$ cat config.mk
export PLATFORM = sky130hd
export DESIGN_NAME = fdtd_cell
export DESIGN_NICKNAME = d
export VERILOG_FILES = /design/src/sv/fdtd_1d_field_step_unit_defines.svh /design/src/sv/fdtd_pkg.sv /design/src/sv/fdtd_cell.sv
export SDC_FILE = /design/constraint.sdc
export NUM_CORES = 2
export LEC_CHECK = 0
export BUFFER_PORTS_ARGS = -buffer_cell sky130_fd_sc_hd__buf_2
export CORE_ASPECT_RATIO = 1.5
export CORE_MARGIN = 10
export CORE_UTILIZATION = 64
export DETAILED_ROUTE_END_ITERATION = 16
export PLACE_DENSITY = 0.79
export SLEW_MARGIN = 20
export SYNTH_ARGS = -nofsm -noshare
export SYNTH_HDL_FRONTEND = slang
export SYNTH_SLANG_ARGS = --single-unit
$ cat constraint.sdc
create_clock -name clk -period 8.75 [get_ports clk]
set_input_delay 0.875 -clock clk [delete_from_list [all_inputs] [get_ports clk]]
set_output_delay 0.875 -clock clk [all_outputs]
set_load 0.1 [all_outputs]
$ cat src/sv/fdtd_1d_field_step_unit_defines.svh
// Assertion macros for the FDTD field step unit.
`ifndef FDTD_1D_FIELD_STEP_UNIT_DEFINES_SVH
`define FDTD_1D_FIELD_STEP_UNIT_DEFINES_SVH
`ifndef SYNTHESIS
`define FDTD_ASSERT_SAME(label, ante, cons) \
  label: assert property (@(posedge clk) disable iff (rst) (ante) |-> (cons)) \
    else $error("fdtd step unit check failed");
`define FDTD_ASSERT_NEXT(label, ante, cons) \
  label: assert property (@(posedge clk) disable iff (rst) (ante) |=> (cons)) \
    else $error("fdtd step unit check failed");
`else
`define FDTD_ASSERT_SAME(label, ante, cons)
`define FDTD_ASSERT_NEXT(label, ante, cons)
`endif
`endif

$ cat src/sv/fdtd_pkg.sv
// Shared constants, types and saturation helper for the FDTD field step unit.
package fdtd_pkg;

  localparam int CELLS      = 2048;
  localparam int IDX_W      = $clog2(CELLS);
  localparam int FX_W       = 32;
  localparam int COEF_W     = FX_W + 1;
  localparam int PROD_W     = FX_W + COEF_W;
  localparam int FRAC_BITS  = 24;
  localparam int RND_W      = PROD_W - FRAC_BITS;
  localparam int SUM_W      = RND_W + 1;
  localparam int MAG_W      = FX_W - 1;
  localparam int CFG_IDX_W  = 3;
  localparam int IFC_W      = 12;
  localparam int SEL_W      = 11;

  localparam logic [IDX_W-1:0] LAST_CELL = IDX_W'(CELLS - 1);
  localparam logic [IDX_W-1:0] PREV_LAST = IDX_W'(CELLS - 2);
  localparam logic [IDX_W-1:0] FIRST_INNER = IDX_W'(1);

  localparam logic signed [COEF_W-1:0] MUR_COEF   = COEF_W'(-10066330);
  localparam logic signed [PROD_W-1:0] ROUND_HALF = PROD_W'(2 ** (FRAC_BITS - 1));

  localparam logic [CFG_IDX_W-1:0] REG_H_COEF_LEFT  = CFG_IDX_W'(0);
  localparam logic [CFG_IDX_W-1:0] REG_H_COEF_RIGHT = CFG_IDX_W'(1);
  localparam logic [CFG_IDX_W-1:0] REG_E_COEF_LEFT  = CFG_IDX_W'(2);
  localparam logic [CFG_IDX_W-1:0] REG_E_COEF_RIGHT = CFG_IDX_W'(3);
  localparam logic [CFG_IDX_W-1:0] REG_INTERFACE    = CFG_IDX_W'(4);
  localparam logic [CFG_IDX_W-1:0] REG_SOURCE       = CFG_IDX_W'(5);
  localparam logic [CFG_IDX_W-1:0] REG_PROBE        = CFG_IDX_W'(6);

  localparam logic [FX_W-1:0]  H_COEF_RST = 32'd167772;
  localparam logic [FX_W-1:0]  E_COEF_RST = 32'd419430400;
  localparam logic [IFC_W-1:0] IFC_RST    = 12'd1024;
  localparam logic [SEL_W-1:0] SRC_RST    = 11'd256;
  localparam logic [SEL_W-1:0] PRB_RST    = 11'd384;

  typedef struct packed {
    logic                     valid;
    logic [IDX_W-1:0]         idx;
    logic signed [FX_W-1:0]   a;
    logic signed [FX_W-1:0]   b;
    logic signed [FX_W-1:0]   acc;
    logic signed [COEF_W-1:0] coef;
    logic signed [FX_W-1:0]   aux;
  } cell_in_t;

  typedef struct packed {
    logic                   valid;
    logic [IDX_W-1:0]       idx;
    logic signed [FX_W-1:0] value;
    logic signed [FX_W-1:0] aux;
  } cell_out_t;

  function automatic logic signed [FX_W-1:0] sat_fx(input logic signed [SUM_W-1:0] v);
    logic [SUM_W-FX_W:0] hi;
    hi = v[SUM_W-1:FX_W-1];
    if (hi == '0 || hi == '1) begin
      return v[FX_W-1:0];
    end
    return v[SUM_W-1] ? {1'b1, {(FX_W-1){1'b0}}} : {1'b0, {(FX_W-1){1'b1}}};
  endfunction

endpackage

$ cat src/sv/fdtd_cell.sv
// Pipelined update cell: acc + round(sat(a - b) * coef), saturated, four stages.
module fdtd_cell (
  input  logic                clk,
  input  logic                rst,
  input  fdtd_pkg::cell_in_t  cin,
  output fdtd_pkg::cell_out_t cout
);
  import fdtd_pkg::*;

  logic                     v1, v2, v3, v4;
  logic [IDX_W-1:0]         idx1, idx2, idx3, idx4;
  logic signed [FX_W-1:0]   acc1, acc2, acc3;
  logic signed [FX_W-1:0]   aux1, aux2, aux3, aux4;
  logic signed [FX_W-1:0]   diff1;
  logic signed [COEF_W-1:0] coef1;
  logic signed [PROD_W-1:0] prod2;
  logic signed [PROD_W-1:0] prod_rnd;
  logic signed [RND_W-1:0]  rnd3;
  logic signed [FX_W-1:0]   value4;

  assign prod_rnd = prod2 + ROUND_HALF;

  always_ff @(posedge clk) begin
    if (rst) begin
      v1 <= 1'b0;
      v2 <= 1'b0;
      v3 <= 1'b0;
      v4 <= 1'b0;
    end else begin
      v1 <= cin.valid;
      v2 <= v1;
      v3 <= v2;
      v4 <= v3;
    end
  end

  always_ff @(posedge clk) begin
    diff1  <= sat_fx(SUM_W'(cin.a) - SUM_W'(cin.b));
    coef1  <= cin.coef;
    acc1   <= cin.acc;
    aux1   <= cin.aux;
    idx1   <= cin.idx;
    prod2  <= diff1 * coef1;
    acc2   <= acc1;
    aux2   <= aux1;
    idx2   <= idx1;
    rnd3   <= prod_rnd[PROD_W-1:FRAC_BITS];
    acc3   <= acc2;
    aux3   <= aux2;
    idx3   <= idx2;
    value4 <= sat_fx(SUM_W'(acc3) + SUM_W'(rnd3));
    aux4   <= aux3;
    idx4   <= idx3;
  end

  always_comb begin
    cout.valid = v4;
    cout.idx   = idx4;
    cout.value = value4;
    cout.aux   = aux4;
  end

endmodule

==> impl_metrics.json <==
{
  "cpPeakStageDelay_ns": 0.70,
  "yosysUniqueCellTypes": 87,
  "crit_chain": "buf_4 -> nand2_1 -> fa_1 -> fa_1 -> fa_1 -> fa_1 -> inv_1 -> fa_1 -> fa_1 -> fa_1 -> inv_1 -> fa_1 -> inv_1 -> ha_1 -> and2_1 -> and3_1 -> o2111ai_1 -> o21ai_0 -> a21oi_1 -> a21oi_1 -> a21oi_1 -> o21ai_1 -> a311oi_1 -> xnor2_1",
  "antenna_found_initial": 7,
  "grt_pass1_wl_um": 221000,
  "required_ns": 9.22,
  "status": "completed",
  "r2r_cells": 24,
  "clk_latency_ns": 0.63,
  "tightest_slew_ns": 1.17,
  "synth-async-reset-ratio_pct": 0,
  "hold_viol_final": 0,
  "cts_resized": 0,
  "synth_area_um2": 51100,
  "syn_avg_cell_area_um2": 9.88,
  "top_register": "prod2",
  "gr-total-overflow": 0,
  "cts_buffers": 42,
  "cp-start-kind": "register",
  "synthFlopType": "dfxtp_1",
  "routedWlPerCell_um": 21.6,
  "yosysMostFrequentCell": "inv_1",
  "synth_nets": 6715,
  "via_per_inst": 5.64,
  "critPathKind": "reg -> reg",
  "routed_wl_um": 139000,
  "setup_tns_ns": 0,
  "slew_viol_final": 0,
  "largest_reg_flops": 42,
  "max-clock-path-buffers": 3,
  "drc_errors": 0,
  "timing.final.crit_period_ns": 8.37,
  "period_share_pct": 95.7,
  "max_freq_mhz": 119,
  "slew_headroom_pct": 21.7,
  "cts_tree": "built",
  "vias": 36223,
  "largestRegisters": "prod2: 42 flops, rnd3: 41 flops, coef1: 33 flops",
  "rows": 126,
  "synth_seq_cells": 452,
  "maxCapViolations": 0,
  "numPortBuffers": 250,
  "die_w_um": 251,
  "synth_warnings": 0,
  "io_pins": 251,
  "core_area_um2": 79000,
  "area_growth_syn_to_layout_pct": 7.85,
  "netlist.area_leader.share_pct": 43.6,
  "grt_pass1_vias": 41169,
  "grt_setup_unrepaired": "false",
  "crit_top_cell": "fa_1",
  "finalSetupViolations": 0,
  "drive_gt1_share_pct": 9.64,
  "path_clk_slew_ns": 0.07,
  "netlist_instances": 5171,
  "synth_commonest_cells": "inv_1 (1115), fa_1 (1113), nand2_1 (624), and2_1 (506), dfxtp_1 (452)",
  "clock_sinks": 452,
  "ant_nets": 0,
  "worst_ep_arrival_time_ns": 8.84,
  "cp_max_fo": 19,
  "initialDrtViolationCount": 2282,
  "seq_area_frac_synth_pct": 17.7,
  "die_height_um": 366,
  "start_util_pct": 64.7,
  "hold_path_depth": 0,
  "die_area_um2": 91700,
  "critPathCaptureType": "register",
  "gp_congestion": 0.976,
  "postCtsSetupBuffers": 0,
  "critPathSlowestCell": "dfxtp_1",
  "timing.hold.ws_ns": 0.300,
  "track_usage_pct": 31.2,
  "synth_edf_count": 0,
  "h-tree-depth": 2,
  "yosys-top-cells-area": "fa_1 (44%), dfxtp_1 (18%), inv_1 (8.2%)",
  "drt_pass1_iterations": 5,
  "hpwl_um": 113000,
  "cts_hold_buf": 0,
  "fin_nets": 6907,
  "synth_area_leader_cell": "fa_1",
  "grt_max_degree": 34,
  "worstHoldPathType": "reg -> reg",
  "final.setup_skew_ns": 0.0483,
  "clockRootBuffer": "clkbuf_16"
}
## cells by family after synthesis
family / synth area share [%]
adders and majority gates: 50.0
AOI/OAI and AO/OA: 5.81
buffers and inverters: 9.99
muxes: 0.0392
DFF: 17.7
and+or+nand+nor: 13.7
xor gates and xnor gates: 2.69
## final cells by class
cell class	count	area (um2)
Sequential cell	452	9060
Inverter	1115	4190
Timing Repair Buffer	375	2210
Multi-Input combinational cell	3377	36900
Fill cell	5949	23900
Antenna cell	2	5.00
Tap cell	1024	1280
Clock inverter	25	290
Clock buffer	50	1110
## layer usage
layer / global-route usage (%) / part of all wire, % / routed length, um / vias to the layer above
li1: - / - / - / 15678
met1: 31.8 / 32 / 44700 / 18334
met2: 55.1 / 52 / 71700 / 1581
met3: 4.56 / 5.8 / 8080 / 624
met4: 26.5 / 10 / 14100 / 6
met5: 0 / 0.029 / 40 / -
## worst max-delay path: cells and delay by family (launching register included)
| family | cells | cell delay [ns] |
|---|---|---|
| flops | 1 | 0.70 |
| buf+inv | 4 | 0.51 |
| compound gates | 7 | 1.87 |
| xor+xnor | 1 | 0.15 |
| fa+ha+maj | 9 | 4.37 |
| simple gates | 3 | 0.60 |
## final timing paths
check / startpoint / endpoint / slack (ns)
worst max-delay path: diff1[2] / prod2[64] / 0.38
worst min-delay path: aux3[22] / aux4[22] / 0.30
worst max register to register: diff1[2] / prod2[64] / 0.38
worst min register to register: aux3[22] / aux4[22] / 0.30
## cell usage in the layout, fill, tap and decap left out, types with 100 or more instances in the layout
cell type / synthesis / layout
fa_1: 1113 / 1113
inv_1: 1115 / 1115
a21oi_1: 141 / 141
buf_2: 4 / 250
nand2_1: 624 / 624
buf_4: 6 / 123
and2_1: 506 / 506
xnor2_1: 100 / 100
dfxtp_1: 452 / 439
ha_1: 256 / 256
## metrics by stage
| step | utilization, % | std cells | cell area [um2] | setup slack [ns] |
|---|---|---|---|---|
| after CTS | 69.7 | 6418 | 55100 | 0.325 |
| final | 69.7 | 6420 | 55100 | 0.379 |
| after global routing | 69.7 | 6418 | 55100 | 0.00592 |
| after global placement | 67.9 | 6343 | 53700 | 0.548 |
| after floorplan | - | 5171 | 51100 | 1.03 |
| after detailed placement | 67.9 | 6343 | 53700 | 0.373 |
Power is left out: the tool's default activity adds up to more than one toggle a clock period on the data nets, which glitch-free logic cannot reach.
